**config.mk**
```make
export PLATFORM = sky130hd
export DESIGN_NAME = station_table_oldest_replace
export DESIGN_NICKNAME = d
export VERILOG_FILES = /design/src/rtl/core/stot_pkg.sv /design/src/rtl/core/stot_table.sv /design/src/rtl/core/station_table_oldest_replace.sv
export SDC_FILE = /design/constraint.sdc
export NUM_CORES = 2
export LEC_CHECK = 0
export BUFFER_PORTS_ARGS = -buffer_cell sky130_fd_sc_hd__buf_4
export CAP_MARGIN = 10
export CORE_UTILIZATION = 40
export CTS_CLUSTER_SIZE = 8
export DETAILED_ROUTE_END_ITERATION = 7
export GPL_TIMING_DRIVEN = 0
export RECOVER_POWER = 25
export SETUP_SLACK_MARGIN = 0.15
export SYNTH_ARGS = -nofsm -noshare
export SYNTH_HDL_FRONTEND = slang
export SYNTH_SLANG_ARGS = --single-unit
```
**constraint.sdc**
```tcl
create_clock -name clk_i -period 12.99 [get_ports clk_i]
set_input_delay 1.299 -clock clk_i [delete_from_list [all_inputs] [get_ports clk_i]]
set_output_delay 1.299 -clock clk_i [all_outputs]
set_load 0.005 [all_outputs]
```
**src/rtl/core/stot_pkg.sv**
```systemverilog
// Shared types and constants for the station table.
// No dependencies; imported by stot_table and station_table_oldest_replace.
`timescale 1ns / 1ps

package stot_pkg;

  localparam int unsigned MacW        = 48;
  localparam int unsigned TimeW       = 32;
  localparam int unsigned LevelW      = 8;
  localparam int unsigned SlotW       = 4;
  localparam int unsigned DefEntries  = 16;
  localparam int unsigned MaxResults  = 16;
  localparam logic [TimeW-1:0] StaleReset = 32'd10000000;

  // command codes
  localparam logic CmdObserve = 1'b0;
  localparam logic CmdList    = 1'b1;

  // one table entry as held in the memory
  typedef struct packed {
    logic [MacW-1:0]          mac;
    logic [TimeW-1:0]         seen;
    logic signed [LevelW-1:0] level;
  } entry_t;

endpackage

```
**src/rtl/core/stot_table.sv**
```systemverilog
// Station table storage: one-port-write, one-port-read synchronous memory.
// Per-entry valid bits make unwritten entries read as zero after reset.
// Depends on stot_pkg.
`timescale 1ns / 1ps

module stot_table #(
  parameter int unsigned Entries = stot_pkg::DefEntries,
  parameter int unsigned IdxW    = (Entries > 1) ? $clog2(Entries) : 1
) (
  input  logic             clk_i,
  input  logic             rst_ni,
  input  logic             wr_en_i,
  input  logic [IdxW-1:0]  wr_addr_i,
  input  stot_pkg::entry_t wr_data_i,
  input  logic [IdxW-1:0]  rd_addr_i,
  output stot_pkg::entry_t rd_data_o
);
  import stot_pkg::*;

  entry_t              mem [Entries];
  entry_t              rdata_q;
  logic [Entries-1:0]  vld_q;
  logic                rvld_q;

  always_ff @(posedge clk_i) begin
    if (wr_en_i) begin
      mem[wr_addr_i] <= wr_data_i;
    end
    rdata_q <= mem[rd_addr_i];
  end

  always_ff @(posedge clk_i or negedge rst_ni) begin
    if (!rst_ni) begin
      vld_q  <= '0;
      rvld_q <= 1'b0;
    end else begin
      if (wr_en_i) begin
        vld_q[wr_addr_i] <= 1'b1;
      end
      rvld_q <= vld_q[rd_addr_i];
    end
  end

  // never-written entries read as the reset value
  assign rd_data_o = rvld_q ? rdata_q : '0;

endmodule

```
**src/rtl/core/station_table_oldest_replace.sv**
```systemverilog
// Top level of the station table with oldest-entry replacement.
// Depends on stot_pkg and stot_table.
`timescale 1ns / 1ps

// Keeps Entries recently heard stations (MAC, last-heard microsecond time,
// last signal level), all zero after reset. An observe transaction refreshes
// the highest-numbered entry holding its MAC, or else overwrites the entry
// with the strictly greatest age (now minus stored time, wrapping, unsigned;
// lowest index wins a tie) and returns one result naming the slot. Observe
// transactions flagged short_report are dropped with no result. A list
// transaction returns every entry whose age is at most stale_limit in index
// order (at most 16, last one flagged), or one result with valid_res 0, last
// set, all else zero, when none qualifies. Items are handled one at a time:
// accept, one table read per entry through the single read port, one write or
// flush step; the scan and the final step may wait on result-side stalls, and
// a dropped short report ends at accept. A finished result waits in the output
// register while the next item is accepted. stale_limit may only be written
// while the block is idle; the write port is always ready.

module station_table_oldest_replace #(
  parameter int unsigned Entries = stot_pkg::DefEntries
) (
  input  logic                                clk_i,
  input  logic                                rst_ni,
  // configuration write
  input  logic                                cfg_valid_i,
  output logic                                cfg_ready_o,
  input  logic [stot_pkg::TimeW-1:0]          cfg_data_i,
  // input items
  input  logic                                in_valid_i,
  output logic                                in_ready_o,
  input  logic                                cmd_i,
  input  logic [stot_pkg::MacW-1:0]           station_mac_i,
  input  logic signed [stot_pkg::LevelW-1:0]  signal_level_i,
  input  logic [stot_pkg::TimeW-1:0]          now_us_i,
  input  logic                                short_report_i,
  // results
  output logic                                out_valid_o,
  input  logic                                out_ready_i,
  output logic [stot_pkg::SlotW-1:0]          slot_o,
  output logic [stot_pkg::MacW-1:0]           entry_mac_o,
  output logic [stot_pkg::TimeW-1:0]          entry_age_o,
  output logic signed [stot_pkg::LevelW-1:0]  entry_level_o,
  output logic                                valid_res_o,
  output logic                                last_o
);
  import stot_pkg::*;

  localparam int unsigned IdxW = (Entries > 1) ? $clog2(Entries) : 1;
  localparam int unsigned NW   = $clog2(MaxResults + 1);
  localparam logic [IdxW-1:0] LastIdx = IdxW'(Entries - 1);

  localparam logic [1:0] S_IDLE  = 2'd0;
  localparam logic [1:0] S_SCAN  = 2'd1;
  localparam logic [1:0] S_WRITE = 2'd2;
  localparam logic [1:0] S_FLUSH = 2'd3;

  logic [1:0] state_q, state_d;

  // captured item
  logic                     cmd_q;
  logic [MacW-1:0]          mac_q;
  logic signed [LevelW-1:0] lvl_q;
  logic [TimeW-1:0]         now_q;

  // scan position: index of the entry whose read data is presented now
  logic [IdxW-1:0] idx_q, idx_d;
  logic [IdxW-1:0] rd_addr;

  // observe search
  logic [TimeW-1:0] best_q, best_d;
  logic [IdxW-1:0]  pick_q, pick_d;

  // list: one result held back so the final one can be flagged last
  logic             pend_vld_q, pend_vld_d;
  logic [IdxW-1:0]  pend_idx_q, pend_idx_d;
  entry_t           pend_q, pend_d;
  logic [TimeW-1:0] pend_age_q, pend_age_d;
  logic [NW-1:0]    n_q, n_d;

  logic [TimeW-1:0] limit_q;

  // output register
  logic                     out_valid_q;
  logic [SlotW-1:0]         o_slot_q, o_slot_d;
  logic [MacW-1:0]          o_mac_q, o_mac_d;
  logic [TimeW-1:0]         o_age_q, o_age_d;
  logic signed [LevelW-1:0] o_lvl_q, o_lvl_d;
  logic                     o_vres_q, o_vres_d;
  logic                     o_last_q, o_last_d;
  logic                     out_load;
  logic                     out_free;

  // table access
  entry_t           cur;
  entry_t           wr_data;
  logic             wr_en;
  logic [TimeW-1:0] age;
  logic             advance;
  logic             qual;
  logic             accept;

  function automatic logic [SlotW-1:0] to_slot(logic [IdxW-1:0] idx);
    logic [IdxW+SlotW-1:0] wide;
    wide = {{SlotW{1'b0}}, idx};
    return wide[SlotW-1:0];
  endfunction

  stot_table #(
    .Entries (Entries),
    .IdxW    (IdxW)
  ) u_table (
    .clk_i     (clk_i),
    .rst_ni    (rst_ni),
    .wr_en_i   (wr_en),
    .wr_addr_i (pick_q),
    .wr_data_i (wr_data),
    .rd_addr_i (rd_addr),
    .rd_data_o (cur)
  );

  assign cfg_ready_o = 1'b1;
  assign in_ready_o  = (state_q == S_IDLE);
  assign accept      = in_valid_i && in_ready_o;
  assign out_free    = !out_valid_q || out_ready_i;

  assign age  = now_q - cur.seen;
  assign qual = (age <= limit_q) && (n_q < NW'(MaxResults));

  assign wr_data.mac   = mac_q;
  assign wr_data.seen  = now_q;
  assign wr_data.level = lvl_q;

  always_comb begin
    state_d    = state_q;
    idx_d      = idx_q;
    best_d     = best_q;
    pick_d     = pick_q;
    pend_vld_d = pend_vld_q;
    pend_idx_d = pend_idx_q;
    pend_d     = pend_q;
    pend_age_d = pend_age_q;
    n_d        = n_q;
    advance    = 1'b1;
    wr_en      = 1'b0;
    out_load   = 1'b0;
    o_slot_d   = o_slot_q;
    o_mac_d    = o_mac_q;
    o_age_d    = o_age_q;
    o_lvl_d    = o_lvl_q;
    o_vres_d   = o_vres_q;
    o_last_d   = o_last_q;
    rd_addr    = '0;

    unique case (state_q)
      S_IDLE: begin
        if (accept && !(cmd_i == CmdObserve && short_report_i)) begin
          state_d    = S_SCAN;
          idx_d      = '0;
          best_d     = '0;
          pick_d     = '0;
          pend_vld_d = 1'b0;
          n_d        = '0;
        end
      end
      S_SCAN: begin
        if (cmd_q == CmdObserve) begin
          if (age > best_q) begin
            best_d = age;
            pick_d = idx_q;
          end
          // a match wins over any age; a later match overrides
          if (cur.mac == mac_q) begin
            pick_d = idx_q;
            best_d = '1;
          end
        end else if (qual) begin
          if (pend_vld_q && !out_free) begin
            advance = 1'b0;
          end else begin
            if (pend_vld_q) begin
              out_load = 1'b1;
              o_slot_d = to_slot(pend_idx_q);
              o_mac_d  = pend_q.mac;
              o_age_d  = pend_age_q;
              o_lvl_d  = pend_q.level;
              o_vres_d = 1'b1;
              o_last_d = 1'b0;
            end
            pend_vld_d = 1'b1;
            pend_idx_d = idx_q;
            pend_d     = cur;
            pend_age_d = age;
            n_d        = n_q + NW'(1);
          end
        end

        if (advance) begin
          if (idx_q == LastIdx) begin
            state_d = (cmd_q == CmdObserve) ? S_WRITE : S_FLUSH;
          end else begin
            idx_d   = idx_q + IdxW'(1);
            rd_addr = idx_q + IdxW'(1);
          end
        end else begin
          rd_addr = idx_q;
        end
      end
      S_WRITE: begin
        if (out_free) begin
          wr_en    = 1'b1;
          out_load = 1'b1;
          o_slot_d = to_slot(pick_q);
          o_mac_d  = mac_q;
          o_age_d  = '0;
          o_lvl_d  = lvl_q;
          o_vres_d = 1'b1;
          o_last_d = 1'b1;
          state_d  = S_IDLE;
        end
      end
      S_FLUSH: begin
        if (out_free) begin
          out_load = 1'b1;
          o_last_d = 1'b1;
          if (pend_vld_q) begin
            o_slot_d = to_slot(pend_idx_q);
            o_mac_d  = pend_q.mac;
            o_age_d  = pend_age_q;
            o_lvl_d  = pend_q.level;
            o_vres_d = 1'b1;
          end else begin
            // empty list marker
            o_slot_d = '0;
            o_mac_d  = '0;
            o_age_d  = '0;
            o_lvl_d  = '0;
            o_vres_d = 1'b0;
          end
          pend_vld_d = 1'b0;
          state_d    = S_IDLE;
        end
      end
      default: begin
        state_d = S_IDLE;
      end
    endcase
  end

  always_ff @(posedge clk_i or negedge rst_ni) begin
    if (!rst_ni) begin
      state_q     <= S_IDLE;
      pend_vld_q  <= 1'b0;
      n_q         <= '0;
      out_valid_q <= 1'b0;
      limit_q     <= StaleReset;
    end else begin
      state_q    <= state_d;
      pend_vld_q <= pend_vld_d;
      n_q        <= n_d;
      if (out_load) begin
        out_valid_q <= 1'b1;
      end else if (out_ready_i) begin
        out_valid_q <= 1'b0;
      end
      if (cfg_valid_i && cfg_ready_o) begin
        limit_q <= cfg_data_i;
      end
    end
  end

  // payload, no reset
  always_ff @(posedge clk_i) begin
    if (accept) begin
      cmd_q <= cmd_i;
      mac_q <= station_mac_i;
      lvl_q <= signal_level_i;
      now_q <= now_us_i;
    end
    idx_q      <= idx_d;
    best_q     <= best_d;
    pick_q     <= pick_d;
    pend_idx_q <= pend_idx_d;
    pend_q     <= pend_d;
    pend_age_q <= pend_age_d;
    o_slot_q   <= o_slot_d;
    o_mac_q    <= o_mac_d;
    o_age_q    <= o_age_d;
    o_lvl_q    <= o_lvl_d;
    o_vres_q   <= o_vres_d;
    o_last_q   <= o_last_d;
  end

  assign out_valid_o   = out_valid_q;
  assign slot_o        = o_slot_q;
  assign entry_mac_o   = o_mac_q;
  assign entry_age_o   = o_age_q;
  assign entry_level_o = o_lvl_q;
  assign valid_res_o   = o_vres_q;
  assign last_o        = o_last_q;

  // table writes belong to observe items only
  a_write_observe : assert property (@(posedge clk_i) disable iff (!rst_ni)
    (state_q == S_WRITE) |-> (cmd_q == CmdObserve))
    else $error("table write outside an observe item");

  // held-back list result only exists during a list item
  a_pend_list : assert property (@(posedge clk_i) disable iff (!rst_ni)
    pend_vld_q |-> (cmd_q == CmdList))
    else $error("pending list result during observe");

  // the empty marker is always the final result
  a_empty_last : assert property (@(posedge clk_i) disable iff (!rst_ni)
    (out_valid_o && !valid_res_o) |-> last_o)
    else $error("empty marker not flagged last");

  // list result count never exceeds the cap
  a_count_cap : assert property (@(posedge clk_i) disable iff (!rst_ni)
    n_q <= NW'(MaxResults))
    else $error("list result count over cap");

  // a new result never overwrites one still waiting
  a_no_overrun : assert property (@(posedge clk_i) disable iff (!rst_ni)
    (out_valid_o && !out_ready_i) |=> out_valid_o && $stable(entry_mac_o))
    else $error("waiting result overwritten");

endmodule

```
==> summary by stage <==
STA
The final number of hold-violating endpoints is 0. Setup repair after global routing left no endpoint under its margin. The final period demand of the worst path is 10,740 ps. Setup violations remaining at the end of the flow were counted as 0. The final max-slew violation count is 59. Final hold analysis gives a worst-case slack of 459 ps.

For the pin with the worst max-slew slack, the measured transition is 3480 ps. The worst path meets setup with 2250 ps of slack. The relative slew slack is -1.32. The fmax is 93.1 MHz. The largest clock skew in the final design is 56.3 ps. Summed over all failing endpoints, the final setup total negative slack is 0 ps. The post-route clock period utilization is 0.827.

Yosys
The number of distinct standard cells referenced by the synthesized netlist is 71. The most used flip-flop cell after synthesis is sky130_fd_sc_hd__edfxtp_1. The average cell area after synthesis is 20.0 um^2. After synthesis, the cell types taking the most area are sky130_fd_sc_hd__edfxtp_1 72%, sky130_fd_sc_hd__mux4_2 11%, sky130_fd_sc_hd__dfxtp_1 2.5%. Of the synthesized area, sequential elements account for 0.766. The cell area that synthesis handed to floorplanning was 71,800 um^2.

The warning count from the yosys run is 0. The number of register bits inferred by synthesis is 1,869. The proportion of synthesized flip-flops having asynchronous set or reset is 0.0310. Of all cell types, the one taking the most synthesized area is sky130_fd_sc_hd__edfxtp_1.

Synthesis handed over a netlist of 3,591 instances. The top-area cell type share of the netlist area is 0.721. The number of flops mapped to enable cells by yosys is 1,723. The number of nets in the synthesized netlist is 3,816.

Worst setup path
At the worst endpoint, the required time is 13,780 ps. The master of the slowest instance on the critical path is sky130_fd_sc_hd__nand2_1. Along the worst path, the maximum fanout reaches 12. The worst setup path is launched from a flop. STA classifies the critical path endpoint as a flop.

The cell class contributing the biggest share of worst-path delay is buffers and inverters. The worst endpoint data arrival time is 11,530 ps. For this run, the slowest stage of the critical path takes 770 ps. By instance count, the cell type seen most on the critical path is sky130_fd_sc_hd__clkbuf_1. The critical path is of the reg2reg type. Counting both buffers and inverters, the worst setup path holds a total of 6.

Global route
For this run, the total global-route usage over all layers was measured as 0.207. The residual overflow from global routing is 0. Entering global routing, the biggest net connects 59 pins. The first global-routing pass estimated 267,000 um of wire.

The via count of the first global-routing pass is 37.1k. The initial antenna violation count is 7.

Pwr
The net switching component of the power is 0.00729 W. Of the total power, registers draw 0.360. Power spread over the standard cell area amounts to 256 nW/um^2. Of the total power, combinational logic draws 0.344.

VDD sags by at most 0.199 mV. The internal power consumption is 0.0148 W. Of the total power, the clock network draws 0.296. The leakage power summed over all cells is 29.0 nW. The net switching fraction of the power is 0.330.

Drt
The via-per-instance ratio is 5.53. The average detailed-routed wire length per instance is 27.9 um. The routed wire length is 188,000 um.

For this run, the detailed router's first-pass iteration total came to 6. The DRC violations left is 0. The number of antenna-violating nets in the routed design is 0. The number of violations reported at the end of detailed-routing iteration 0 is 3,861. The routed layout has 37.1k vias.

Clocking
The clock tree from TritonCTS is built. The clock latency at the later pin of the worst-skew pair is 910 ps. Post-CTS timing repair inserted 0 buffers for setup. The H-tree generated during clock tree synthesis spans 5 levels. The total clock sinks is 1,869. The maximum clock insertion buffer count is 4. After clock tree synthesis, the flow added hold-fix buffers numbering 0. The CTS clock-pin slew for the worst setup and hold paths is 50 ps.

The post-CTS resize count is 0. The clock buffer count from CTS is 285. In this run the clock root is driven by a sky130_fd_sc_hd__clkbuf_16.

Final layout
Of the cells placed in the final design, the portion with a size suffix greater than 1 is 0.248. Relative to the synthesized area, the layout overhead comes to 20.2%. The count of placed standard cells in the final layout, fillers left out is 6,723. The final-stage net count is 4,436.

At the end of the flow the core is filled with cells to 0.484.

Run status
The checks that failed: capacitance limit, slew limit. The run finished, with violations left.

Floorplanning
The boundary pin count is 224. The horizontal die dimension is 426 um. The floorplan step defined a die boundary enclosing 181,000 um^2.

The starting density of the core is 0.403. The number of rows in the core area is 155. The total area inside the core boundary comes to 178,000 um^2. The die is 426 um tall.

Placed design
Timing analysis after detailed placement gives a worst setup slack of 2310 ps. Buffers placed on the I/O ports in this run total 221. The final weighted congestion in routability-driven placement is 0.820. The number of cells in the design after placement is 6,279. Once detailed placement completed, the half-perimeter wirelength came to 125,000 um.

Job
The count of maximum capacitance violations is 1.

Worst hold path
The class of the tightest hold or removal check is reg2reg.
## worst paths after layout
kind	startpoint	to	slack (ps)	cells past startpoint
worst max-delay path	u_table.rvld_q	u_table.rdata_q[85]	2250	28
worst min-delay path	u_table.vld_q[6]	u_table.vld_q[6]	460	1
worst max register to register	u_table.rvld_q	u_table.rdata_q[85]	2250	28
worst min register to register	u_table.vld_q[6]	u_table.vld_q[6]	460	1
max in group asynchronous	rst_ni	u_table.vld_q[3]	9390	1
min in group asynchronous	rst_ni	limit_q[4]	1600	1
## worst register-to-register path, delay by kind of cell, from the launching register on
kind | cells | cell delay (ps)
buf+inv | 6 | 3310
compound gates | 11 | 3150
simple gates | 7 | 2050
fa+ha+maj | 2 | 730
flops | 1 | 610
xor+xnor | 1 | 590
mux | 1 | 190
## layout by cell type (no fill, tap or decap), types with 76 or more instances in the layout
cell	n
sky130_fd_sc_hd__dfxtp_1	88
sky130_fd_sc_hd__inv_1	100
sky130_fd_sc_hd__ha_1	97
sky130_fd_sc_hd__nor2_1	119
sky130_fd_sc_hd__and2_1	91
sky130_fd_sc_hd__mux4_2	335
sky130_fd_sc_hd__edfxtp_1	1723
sky130_fd_sc_hd__clkbuf_1	241
sky130_fd_sc_hd__o22ai_1	180
sky130_fd_sc_hd__buf_6	76
sky130_fd_sc_hd__nand2_1	98
sky130_fd_sc_hd__clkbuf_16	290
sky130_fd_sc_hd__buf_4	136
## cell type report
cell class | count | area, um^2
Inverter | 101 | 384
Buffer | 168 | 1020
Sequential cell | 1869 | 55000
Clock buffer | 425 | 7780
Tap cell | 2355 | 2950
Fill cell | 14500 | 92000
Clock inverter | 10 | 126
Antenna cell | 9 | 22.5
Multi-Input combinational cell | 1453 | 15500
Timing Repair Buffer | 333 | 3470
## through the flow
| stage | total power, W | instance area (um^2) |
|---|---|---|
| final | 0.0221 | 86200 |
| after global routing | 0.0230 | 86200 |
| after detailed placement | 0.0157 | 78400 |
| after floorplan | 0.0128 | 71800 |
| after CTS | 0.0223 | 86300 |
| after global placement | 0.0156 | 76400 |
## sequential cells by signal, summed over array words and instances, names as in the netlist, 48 cells and up
signal,cells
u_table.rdata_q,88
pend_q,56
entry_mac_o,48
u_table.mem,1408
mac_q,48
## synthesized netlist by cell type (21+ instances only)
master and n:
sky130_fd_sc_hd__clkbuf_1 84, sky130_fd_sc_hd__a22o_1 60, sky130_fd_sc_hd__buf_2 33, sky130_fd_sc_hd__dfrtp_1 50, sky130_fd_sc_hd__o21ai_0 51, sky130_fd_sc_hd__and2_1 95, sky130_fd_sc_hd__nand4_1 29, sky130_fd_sc_hd__inv_1 101
sky130_fd_sc_hd__mux4_1 21, sky130_fd_sc_hd__a21o_1 36, sky130_fd_sc_hd__or2_2 21, sky130_fd_sc_hd__xnor2_1 71, sky130_fd_sc_hd__dfxtp_1 88, sky130_fd_sc_hd__nor2_1 132, sky130_fd_sc_hd__ha_1 97, sky130_fd_sc_hd__edfxtp_1 1723
sky130_fd_sc_hd__nand2_1 98, sky130_fd_sc_hd__o22ai_1 180, sky130_fd_sc_hd__a21oi_1 67, sky130_fd_sc_hd__mux4_2 335, sky130_fd_sc_hd__buf_6 33
## per-layer routing
metal	GRT usage	vias to the layer above	share of wire	wire length, um
met2	0.324	1466	0.47	88300
li1	-	15800	-	-
met4	0.0849	6	0.040	7460
met3	0.0424	327	0.069	13000
met1	0.284	19500	0.42	78900
met5	0	-	0.00021	39
## power groups by stage
stage                     combinational (W)  clock (W)  sequential [W]
final                               0.00761    0.00654         0.00796
after global routing                0.00811    0.00691         0.00802
after CTS                           0.00767    0.00665         0.00796
after detailed placement            0.00763          0         0.00806
after global placement              0.00748          0         0.00813
after floorplan                     0.00486          0         0.00796
## cell families after synthesis
group           share of synthesized area
compound gates                     0.0420
xor+xnor                          0.00989
fa+ha+maj                          0.0172
buf+inv                            0.0194
flops                               0.766
mux                                 0.113
other cells                     0.0000523
simple gates                       0.0322
(Power assumes the default switching activity.)
